**src/assert_macros.svh**
```systemverilog
// Assertion helpers used by the RTL core.
// Each macro takes a label, a clock, an active-low reset, a property or condition and a message.
`ifndef ASSERT_MACROS_SVH
`define ASSERT_MACROS_SVH

`ifndef SYNTHESIS

// Checks a property at every rising clock edge while reset is released.
`define ASSERT_PROP(label, clk, rst_n, prop, msg) \
    label: assert property (@(posedge clk) disable iff (!(rst_n)) (prop)) else $error(msg);

// Checks that a condition never holds while reset is released.
`define ASSERT_NEVER(label, clk, rst_n, cond, msg) \
    label: assert property (@(posedge clk) disable iff (!(rst_n)) !(cond)) else $error(msg);

`else

`define ASSERT_PROP(label, clk, rst_n, prop, msg)
`define ASSERT_NEVER(label, clk, rst_n, cond, msg)

`endif

`endif

```
**src/pdsr_pkg.sv**
```systemverilog
package pdsr_pkg;

    // Field widths.
    localparam int PressW   = 24;
    localparam int RawVarW  = 32;
    localparam int DepthW   = 32;
    localparam int VarW     = 40;
    localparam int KindW    = 2;
    localparam int CfgIdxW  = 3;
    localparam int CfgDataW = 24;
    localparam int InDataW  = PressW + RawVarW;
    localparam int OutDataW = DepthW + VarW;

    // Shared multiplier operand and product widths.
    localparam int MulAW = 32;
    localparam int MulBW = 24;
    localparam int MulPW = MulAW + MulBW;

    // Input item kinds.
    localparam logic IN_SAMPLE    = 1'b0;
    localparam logic IN_CALIBRATE = 1'b1;

    // Result kinds.
    localparam logic [KindW-1:0] RES_DEPTH    = 2'd0;
    localparam logic [KindW-1:0] RES_CAL_DONE = 2'd1;
    localparam logic [KindW-1:0] RES_CAL_FAIL = 2'd2;

    // Configuration register indexes.
    localparam logic [CfgIdxW-1:0] REG_PRESSURE_GAIN  = 3'd0;
    localparam logic [CfgIdxW-1:0] REG_SPIKE_LIMIT    = 3'd1;
    localparam logic [CfgIdxW-1:0] REG_MAX_REJECTIONS = 3'd2;
    localparam logic [CfgIdxW-1:0] REG_ATM_REFERENCE  = 3'd3;
    localparam logic [CfgIdxW-1:0] REG_MM_PER_PASCAL  = 3'd4;

    // Configuration reset values.
    localparam logic [23:0] RST_PRESSURE_GAIN  = 24'd65536;
    localparam logic [23:0] RST_SPIKE_LIMIT    = 24'd0;
    localparam logic [7:0]  RST_MAX_REJECTIONS = 8'd5;
    localparam logic [23:0] RST_ATM_REFERENCE  = 24'd101325;
    localparam logic [23:0] RST_MM_PER_PASCAL  = 24'd1668556;

endpackage

```
**src/pressure_depth_with_spike_reject_core.sv**
```systemverilog
// Channel   Direction  Handshake                   Payload
// s_        in         s_tvalid / s_tready         s_tuser: kind; s_tdata: pressure, variance
// m_        out        m_tvalid / m_tready         m_tuser: result_kind; m_tdata: depth, var
// cfg_      in         cfg_valid / cfg_ready       cfg_index, cfg_data
//
// A pressure sample runs through the whole sequencer from its acceptance to the earliest next acceptance;
// the result appears in the output register at the end of that run. The run's length is set by the
// nine products that one shared 32x24 multiplier computes in turn under the sequencer.
// A rejected spike returns to idle from the check step; a calibrate request goes straight to emit.
// Reset is synchronous and active low; it restores the register defaults and clears state.
// The block waits in its emit step while a previous result is still not taken.
`include "assert_macros.svh"

module pressure_depth_with_spike_reject_core (
    input  logic                          aclk,
    input  logic                          aresetn,
    // Input channel.
    input  logic                          s_tvalid,
    output logic                          s_tready,
    input  logic [pdsr_pkg::InDataW-1:0]  s_tdata,   // [23:0] raw_pressure, [55:24] raw_variance
    input  logic                          s_tuser,   // [0] kind
    // Result channel.
    output logic                          m_tvalid,
    input  logic                          m_tready,
    output logic [pdsr_pkg::OutDataW-1:0] m_tdata,   // [31:0] depth_mm, [71:32] depth_variance
    output logic [pdsr_pkg::KindW-1:0]    m_tuser,   // [1:0] result_kind
    // Configuration write channel.
    input  logic                          cfg_valid,
    output logic                          cfg_ready,
    input  logic [pdsr_pkg::CfgIdxW-1:0]  cfg_index,
    input  logic [pdsr_pkg::CfgDataW-1:0] cfg_data
);

    typedef enum logic [3:0] {
        ST_IDLE,
        ST_MUL_P,
        ST_CHECK,
        ST_MUL_D,
        ST_MUL_V1,
        ST_V2_LO,
        ST_V2_HI,
        ST_V2_SUM,
        ST_MS_LO,
        ST_MS_HI,
        ST_MS_SUM,
        ST_EMIT
    } state_t;

    // Configuration registers.
    logic [23:0] pressure_gain_reg;
    logic [23:0] spike_limit_reg;
    logic [7:0]  max_rejections_reg;
    logic [23:0] atm_reference_reg;
    logic [23:0] mm_per_pascal_reg;

    // Architectural state.
    logic [23:0] last_sample_reg;
    logic        sample_seen_reg;
    logic [23:0] cal_reference_reg;
    logic        is_calibrated_reg;
    logic [7:0]  reject_run_reg;

    // Sequencer and datapath registers.
    state_t                      state_reg;
    logic                        pass_reg;
    logic [23:0]                 raw_p_reg;
    logic [31:0]                 raw_v_reg;
    logic [23:0]                 mag_reg;
    logic                        positive_reg;
    logic [pdsr_pkg::MulPW-1:0]  prod_reg;
    logic [47:0]                 op_reg;
    logic [47:0]                 acc_reg;
    logic [pdsr_pkg::KindW-1:0]  res_kind_reg;
    logic [pdsr_pkg::DepthW-1:0] res_depth_reg;
    logic [pdsr_pkg::VarW-1:0]   res_var_reg;

    // Output register.
    logic                          m_tvalid_reg;
    logic [pdsr_pkg::OutDataW-1:0] m_tdata_reg;
    logic [pdsr_pkg::KindW-1:0]    m_tuser_reg;

    // Combinational helpers.
    logic [pdsr_pkg::MulAW-1:0] mult_a;
    logic [pdsr_pkg::MulBW-1:0] mult_b;
    logic [23:0]                p_sat;
    logic [23:0]                diff;
    logic                       is_spike;
    logic [23:0]                ref_sel;
    logic                       ref_ge;
    logic [24:0]                depth_q;
    logic [31:0]                depth_val;
    logic [47:0]                sum48;
    logic                       s_accept;
    logic                       out_free;

    assign s_tready  = (state_reg == ST_IDLE);
    assign s_accept  = s_tvalid && s_tready;
    assign out_free  = !m_tvalid_reg || m_tready;
    assign cfg_ready = 1'b1;
    assign m_tvalid  = m_tvalid_reg;
    assign m_tdata   = m_tdata_reg;
    assign m_tuser   = m_tuser_reg;

    // Configuration writes; indexes past the list are ignored.
    always_ff @(posedge aclk) begin
        if (!aresetn) begin
            pressure_gain_reg  <= pdsr_pkg::RST_PRESSURE_GAIN;
            spike_limit_reg    <= pdsr_pkg::RST_SPIKE_LIMIT;
            max_rejections_reg <= pdsr_pkg::RST_MAX_REJECTIONS;
            atm_reference_reg  <= pdsr_pkg::RST_ATM_REFERENCE;
            mm_per_pascal_reg  <= pdsr_pkg::RST_MM_PER_PASCAL;
        end else if (cfg_valid && cfg_ready) begin
            unique case (cfg_index)
                pdsr_pkg::REG_PRESSURE_GAIN:  pressure_gain_reg  <= cfg_data;
                pdsr_pkg::REG_SPIKE_LIMIT:    spike_limit_reg    <= cfg_data;
                pdsr_pkg::REG_MAX_REJECTIONS: max_rejections_reg <= cfg_data[7:0];
                pdsr_pkg::REG_ATM_REFERENCE:  atm_reference_reg  <= cfg_data;
                pdsr_pkg::REG_MM_PER_PASCAL:  mm_per_pascal_reg  <= cfg_data;
                default: ;
            endcase
        end
    end

    // Operand selection for the shared multiplier.
    always_comb begin
        mult_a = '0;
        mult_b = mm_per_pascal_reg;
        case (state_reg)
            ST_MUL_P: begin
                mult_a = {8'b0, raw_p_reg};
                mult_b = pressure_gain_reg;
            end
            ST_MUL_D: begin
                mult_a = {8'b0, mag_reg};
            end
            ST_MUL_V1: begin
                mult_a = raw_v_reg;
                mult_b = pressure_gain_reg;
            end
            ST_V2_LO: begin
                // Low 24 bits of v1, taken straight from the product.
                mult_a = {8'b0, prod_reg[39:16]};
                mult_b = pressure_gain_reg;
            end
            ST_V2_HI: begin
                mult_a = {16'b0, op_reg[39:24]};
                mult_b = pressure_gain_reg;
            end
            ST_MS_LO: begin
                mult_a = {8'b0, op_reg[23:0]};
            end
            ST_MS_HI: begin
                mult_a = {8'b0, op_reg[47:24]};
            end
            default: ;
        endcase
    end

    // Saturated pressure, spike test and reference offset.
    always_comb begin
        p_sat    = (prod_reg[55:40] != '0) ? 24'hFF_FFFF : prod_reg[39:16];
        diff     = (p_sat >= last_sample_reg) ? (p_sat - last_sample_reg)
                                              : (last_sample_reg - p_sat);
        is_spike = (spike_limit_reg != '0) && sample_seen_reg && (diff > spike_limit_reg)
                   && (reject_run_reg < max_rejections_reg);
        ref_sel  = is_calibrated_reg ? cal_reference_reg : atm_reference_reg;
        ref_ge   = (ref_sel >= p_sat);
    end

    // Depth rounding: the product stays below 2^48, so the magnitude fits 25 bits
    // and the 32-bit result never saturates.
    always_comb begin
        depth_q   = {1'b0, prod_reg[47:24]} + {24'b0, prod_reg[23]};
        depth_val = positive_reg ? {7'b0, depth_q} : (~{7'b0, depth_q} + 32'd1);
        sum48     = prod_reg[47:0] + acc_reg;
    end

    // Sequencer, datapath and output register.
    always_ff @(posedge aclk) begin
        if (!aresetn) begin
            state_reg         <= ST_IDLE;
            pass_reg          <= 1'b0;
            last_sample_reg   <= '0;
            sample_seen_reg   <= 1'b0;
            cal_reference_reg <= '0;
            is_calibrated_reg <= 1'b0;
            reject_run_reg    <= '0;
            m_tvalid_reg      <= 1'b0;
        end else begin
            // In the emit step a taken result is replaced by the new one below.
            if (m_tvalid_reg && m_tready && state_reg != ST_EMIT) begin
                m_tvalid_reg <= 1'b0;
            end
            prod_reg <= pdsr_pkg::MulPW'({24'b0, mult_a} * {32'b0, mult_b});

            unique case (state_reg)
                ST_IDLE: begin
                    if (s_accept) begin
                        raw_p_reg <= s_tdata[23:0];
                        raw_v_reg <= s_tdata[55:24];
                        if (s_tuser == pdsr_pkg::IN_CALIBRATE) begin
                            res_depth_reg <= '0;
                            res_var_reg   <= '0;
                            if (!sample_seen_reg) begin
                                res_kind_reg <= pdsr_pkg::RES_CAL_FAIL;
                            end else begin
                                res_kind_reg      <= pdsr_pkg::RES_CAL_DONE;
                                cal_reference_reg <= last_sample_reg;
                                is_calibrated_reg <= 1'b1;
                                reject_run_reg    <= '0;
                            end
                            state_reg <= ST_EMIT;
                        end else begin
                            state_reg <= ST_MUL_P;
                        end
                    end
                end
                ST_MUL_P: begin
                    state_reg <= ST_CHECK;
                end
                ST_CHECK: begin
                    if (is_spike) begin
                        // Dropped sample: count it and produce nothing.
                        reject_run_reg <= reject_run_reg + 8'd1;
                        state_reg      <= ST_IDLE;
                    end else begin
                        reject_run_reg  <= '0;
                        last_sample_reg <= p_sat;
                        sample_seen_reg <= 1'b1;
                        positive_reg    <= ref_ge;
                        mag_reg         <= ref_ge ? (ref_sel - p_sat) : (p_sat - ref_sel);
                        state_reg       <= ST_MUL_D;
                    end
                end
                ST_MUL_D: begin
                    state_reg <= ST_MUL_V1;
                end
                ST_MUL_V1: begin
                    res_kind_reg  <= pdsr_pkg::RES_DEPTH;
                    res_depth_reg <= depth_val;
                    state_reg     <= ST_V2_LO;
                end
                ST_V2_LO: begin
                    // v1 = (raw_variance * gain) >> 16.
                    op_reg    <= {8'b0, prod_reg[55:16]};
                    state_reg <= ST_V2_HI;
                end
                ST_V2_HI: begin
                    acc_reg   <= {16'b0, prod_reg[47:16]};
                    state_reg <= ST_V2_SUM;
                end
                ST_V2_SUM: begin
                    // v2 = (hi * gain) << 8 plus (lo * gain) >> 16.
                    op_reg    <= {prod_reg[39:0], 8'b0} + acc_reg;
                    pass_reg  <= 1'b0;
                    state_reg <= ST_MS_LO;
                end
                ST_MS_LO: begin
                    state_reg <= ST_MS_HI;
                end
                ST_MS_HI: begin
                    acc_reg   <= {24'b0, prod_reg[47:24]};
                    state_reg <= ST_MS_SUM;
                end
                ST_MS_SUM: begin
                    // Two passes of hi * m plus (lo * m) >> 24 give v3, then v4.
                    if (!pass_reg) begin
                        op_reg    <= sum48;
                        pass_reg  <= 1'b1;
                        state_reg <= ST_MS_LO;
                    end else begin
                        res_var_reg <= (sum48[47:40] != '0) ? '1 : sum48[39:0];
                        state_reg   <= ST_EMIT;
                    end
                end
                ST_EMIT: begin
                    if (out_free) begin
                        m_tvalid_reg <= 1'b1;
                        m_tdata_reg  <= {res_var_reg, res_depth_reg};
                        m_tuser_reg  <= res_kind_reg;
                        state_reg    <= ST_IDLE;
                    end
                end
                default: begin
                    state_reg <= ST_IDLE;
                end
            endcase
        end
    end

    // A rejected spike raises the run count by exactly one.
    `ASSERT_PROP(a_reject_count, aclk, aresetn, (state_reg == ST_CHECK && is_spike) |=> (reject_run_reg == $past(reject_run_reg) + 8'd1), "reject run did not advance")

    // A new result appears only from the emit step.
    `ASSERT_PROP(a_emit_source, aclk, aresetn, (m_tvalid_reg && !$past(m_tvalid_reg)) |-> $past(state_reg == ST_EMIT), "result appeared outside emit")

    // Calibration results carry zero depth and variance.
    `ASSERT_PROP(a_cal_zero, aclk, aresetn, (m_tvalid_reg && m_tuser_reg != pdsr_pkg::RES_DEPTH) |-> (m_tdata_reg == '0), "calibration result with data")

    // Once a sample has been accepted the flag stays set.
    `ASSERT_PROP(a_seen_sticky, aclk, aresetn, sample_seen_reg |=> sample_seen_reg, "sample seen flag cleared")

endmodule

```
**config.mk**
```make
export PLATFORM = sky130hd
export DESIGN_NAME = pressure_depth_with_spike_reject_core
export DESIGN_NICKNAME = d
export VERILOG_FILES = /design/src/pdsr_pkg.sv /design/src/pressure_depth_with_spike_reject_core.sv
export VERILOG_INCLUDE_DIRS = /design/src /design/src/src
export SDC_FILE = /design/constraint.sdc
export NUM_CORES = 2
export LEC_CHECK = 0
export BUFFER_PORTS_ARGS = -buffer_cell sky130_fd_sc_hd__buf_2
export CAP_MARGIN = 10
export CORE_MARGIN = 2
export CORE_UTILIZATION = 45
export DETAILED_ROUTE_END_ITERATION = 8
export GPL_TIMING_DRIVEN = 0
export SLEW_MARGIN = 20
export SYNTH_ARGS = -nofsm -noshare
export SYNTH_HDL_FRONTEND = slang
export SYNTH_SLANG_ARGS = --single-unit
```
**constraint.sdc**
```tcl
create_clock -name aclk -period 10.7 [get_ports aclk]
set_input_delay 1.07 -clock aclk [delete_from_list [all_inputs] [get_ports aclk]]
set_output_delay 1.07 -clock aclk [all_outputs]
set_load 0.05 [all_outputs]
```
==> run_results.csv <==
group,metric,value,unit
final_layout,mostFrequentLayoutCell,"nand2_1",
route,antenna_left,0,
global_route,antenna_found_initial,5,
global_route,grt_max_degree,58,
route,vias,45220,
floorplanning,die_h,353.2,microns
synthesis,ys_seq_area_share,26.10,%
synthesis,synth_nets,7100,
route,avgRoutedWirePerCell,25.61,microns
clock_network,clock_sinks,533,
synthesis,synth_top_cells_by_area,"fa_1 (24%), edfxtp_1 (20%), ha_1 (8.4%)",
synthesis,async_flop_share,0,%
timing,tightest_slew,1.288,ns
setup_path,crit_type,"flop to flop",
timing,finalCritPeriodShare,98.03,%
final_layout,layout-drive-gt1-share,7.845,%
timing,period_minus_slack,10.49,ns
timing,whs,0.3996,ns
route,drt-initial-drc-count,5049,
clock_network,cts_max_path_buffers,3,
hold_path,hold_path.class,"flop to flop",
global_route,grt_first_pass_wirelength,295600,microns
synthesis,ys_warn_count,0,
setup_path,r2r-start,"state_reg[2]",
setup_path,cpPeakStageDelay,0.87,ns
status,status,"finished, final reports clean",
synthesis,synthDistinctLibCells,102,
clock_network,holdBufCountCts,0,
route,viasPerCell,5.716,
placement,dpl_cell_area,58020,sq um
clock_network,cts_tree,"built",
floorplanning,row_count,128,
hold_path,min_to,"m_tdata[63]",
hold_path,min_path_cells,0,
timing,maxSlewHeadroom,14.12,%
final_layout,final_area,60240,sq um
setup_path,r2r_end,"prod_reg[52]",
synthesis,synth_area_leader_cell,"fa_1",
setup_path,worstSetupEndpointType,"flop",
global_route,grt_pass1_vias,44210,
timing,slew_viol_final,0,
floorplanning,io_pins,166,
setup_path,rr_worst_depth,29,
synthesis,synth_cells,5979,
clock_network,h-tree-depth,2,
run,maxCapViolCount,0,
floorplanning,initial_utilization,45.21,%
timing,final-hold-violation-count,0,
synthesis,syn-cell-area,54880,sq um
setup_path,reg2reg_slack,0.21,ns
setup_path,required,11.11,ns
hold_path,min_from,"res_var_reg[31]",
timing,rsz0062_at_grt,"yes",
timing,skew,0.05301,ns
synthesis,synth_seq_cells,533,
global_route,overflow,0,
clock_network,cts_buffers,60,
floorplanning,die_w,353.2,microns
floorplanning,die-area,124800,sq um
clock_network,clkTransAtPathRegs,0.07,ns
route,dr.pass1.iters,9,
setup_path,cp_slowest_cell,"a222oi_1",
setup_path,arrival,10.90,ns
timing,fmax,95.33,MHz
route,wirelength,202600,microns
final_layout,nFillCells,11700,
placement,dp_hpwl,165000,microns
clock_network,cts-root-buf,"clkbuf_16",
synthesis,syn_area_per_cell,9.179,sq um
placement,io_buffers,163,
final_layout,layout.nets,7358,
floorplanning,fp.coreArea,121400,sq um
global_route,grt_usage,32.21,%
clock_network,clkLatencyLatePin,0.70,ns
synthesis,synth-edff-count,365,
setup_path,path_max_fanout,10,
route,drcViolationCount,0,
setup_path,path_common_cell,"fa_1",
final_layout,syn2layout_area_growth,9.757,%
synthesis,netlist.area_leader.share,24.22,%
setup_path,crit_start,"state_reg[2]",
synthesis,synth-main-ff-cell,"edfxtp_1",
placement,place_congestion,1.018,
timing,setup_viol,0,
final_layout,layout_common_cells,"nand2_1 (922), inv_1 (898), fa_1 (664)",
setup_path,cp-start-kind,"flop",
final_layout,largest_reg_flops,72,
## layout make-up
type / instances / area (sq um) / area share (%)
Antenna cell: 2 / 5.005 / 0.008308
Buffer: 329 / 1401 / 2.326
Clock buffer: 79 / 1644 / 2.729
Clock inverter: 30 / 291.5 / 0.4840
Inverter: 900 / 3378 / 5.608
Multi-Input combinational cell: 4216 / 35970 / 59.71
Sequential cell: 533 / 14320 / 23.78
Tap cell: 1625 / 2033 / 3.375
Timing Repair Buffer: 197 / 1195 / 1.984
## how the worst max path moves through the flow
stage | endpoint | slack, ns
after CTS | prod_reg[45] | -0.01
after global placement | m_tdata[4] | -0.76
after floorplan | prod_reg[52] | 2.17
final | prod_reg[52] | 0.21
after global routing | prod_reg[52] | -0.02
after detailed placement | prod_reg[45] | -0.74
## logic make-up (layout without fill, tap and decap cells)
| kind of cell | count (synthesis) | in the layout | share of synthesized area [%] |
|---|---|---|---|
| adder cells (fa/ha/maj) | 1032 | 1032 | 32.61 |
| other | 1 | 3 | 0.006833 |
| buffers and inverters | 1230 | 1535 | 8.595 |
| AO/OA/AOI/OAI | 941 | 941 | 11.72 |
| AND/OR/NAND/NOR | 1887 | 1887 | 14.87 |
| flip-flops | 533 | 533 | 26.10 |
| multiplexers | 130 | 130 | 2.501 |
| XOR/XNOR | 225 | 225 | 3.591 |
## metal layers
layer	vias to the layer above	routed length, microns	part of all wire, %	GRT usage [%]
met2	2473	87360	43	48.62
met4	4	10230	5.0	13.36
met5	-	24	0.012	0
li1	20090	-	-	-
met1	22220	82590	41	44.63
met3	439	22420	11	7.349
## through the flow
step | setup TNS (ns) | worst slack, ns | instances | util, %
6_report | 0 | 0.2103 | 7911 | 49.62
5_1_grt | -0.01600 | -0.01600 | 7910 | 49.62
4_1_cts | -0.01106 | -0.01106 | 7901 | 49.48
3_5_place_dp | -5.650 | -0.7381 | 7786 | 47.79
3_3_place_gp | -59.01 | -0.7592 | 7767 | 47.56
2_1_floorplan | 0 | 2.170 | 5979 | -
## worst max-delay path: cells and delay by family, from the launching register on
| kind | cells | cell delay, ns |
|---|---|---|
| AOI/OAI and AO/OA | 7 | 2.59 |
| xor gates and xnor gates | 1 | 0.14 |
| adders and majority gates | 8 | 4.04 |
| buffers and inverters | 7 | 1.37 |
| DFF | 1 | 0.46 |
| and+or+nand+nor | 6 | 1.61 |
## cells in the mapped netlist, types with 100 or more instances
library cell,instances
dfxtp_1,168
edfxtp_1,365
o21ai_0,123
nor2_1,536
clkbuf_1,270
xnor2_1,124
a21boi_0,111
nand2_1,923
a21o_1,100
xor2_1,101
ha_1,368
inv_1,898
fa_1,664
a21oi_1,243
## repair_timing
item	4_1_cts	5_1_grt
pin swaps	3	7
endpoints found under the setup margin	18	22
buffers inserted	6	8
resized for setup	15	80
endpoints found under the hold margin	0	0
cloned	0	0
Power is not shown: default switching activity piles up to over one toggle a cycle in this logic, so the estimate is an artifact.
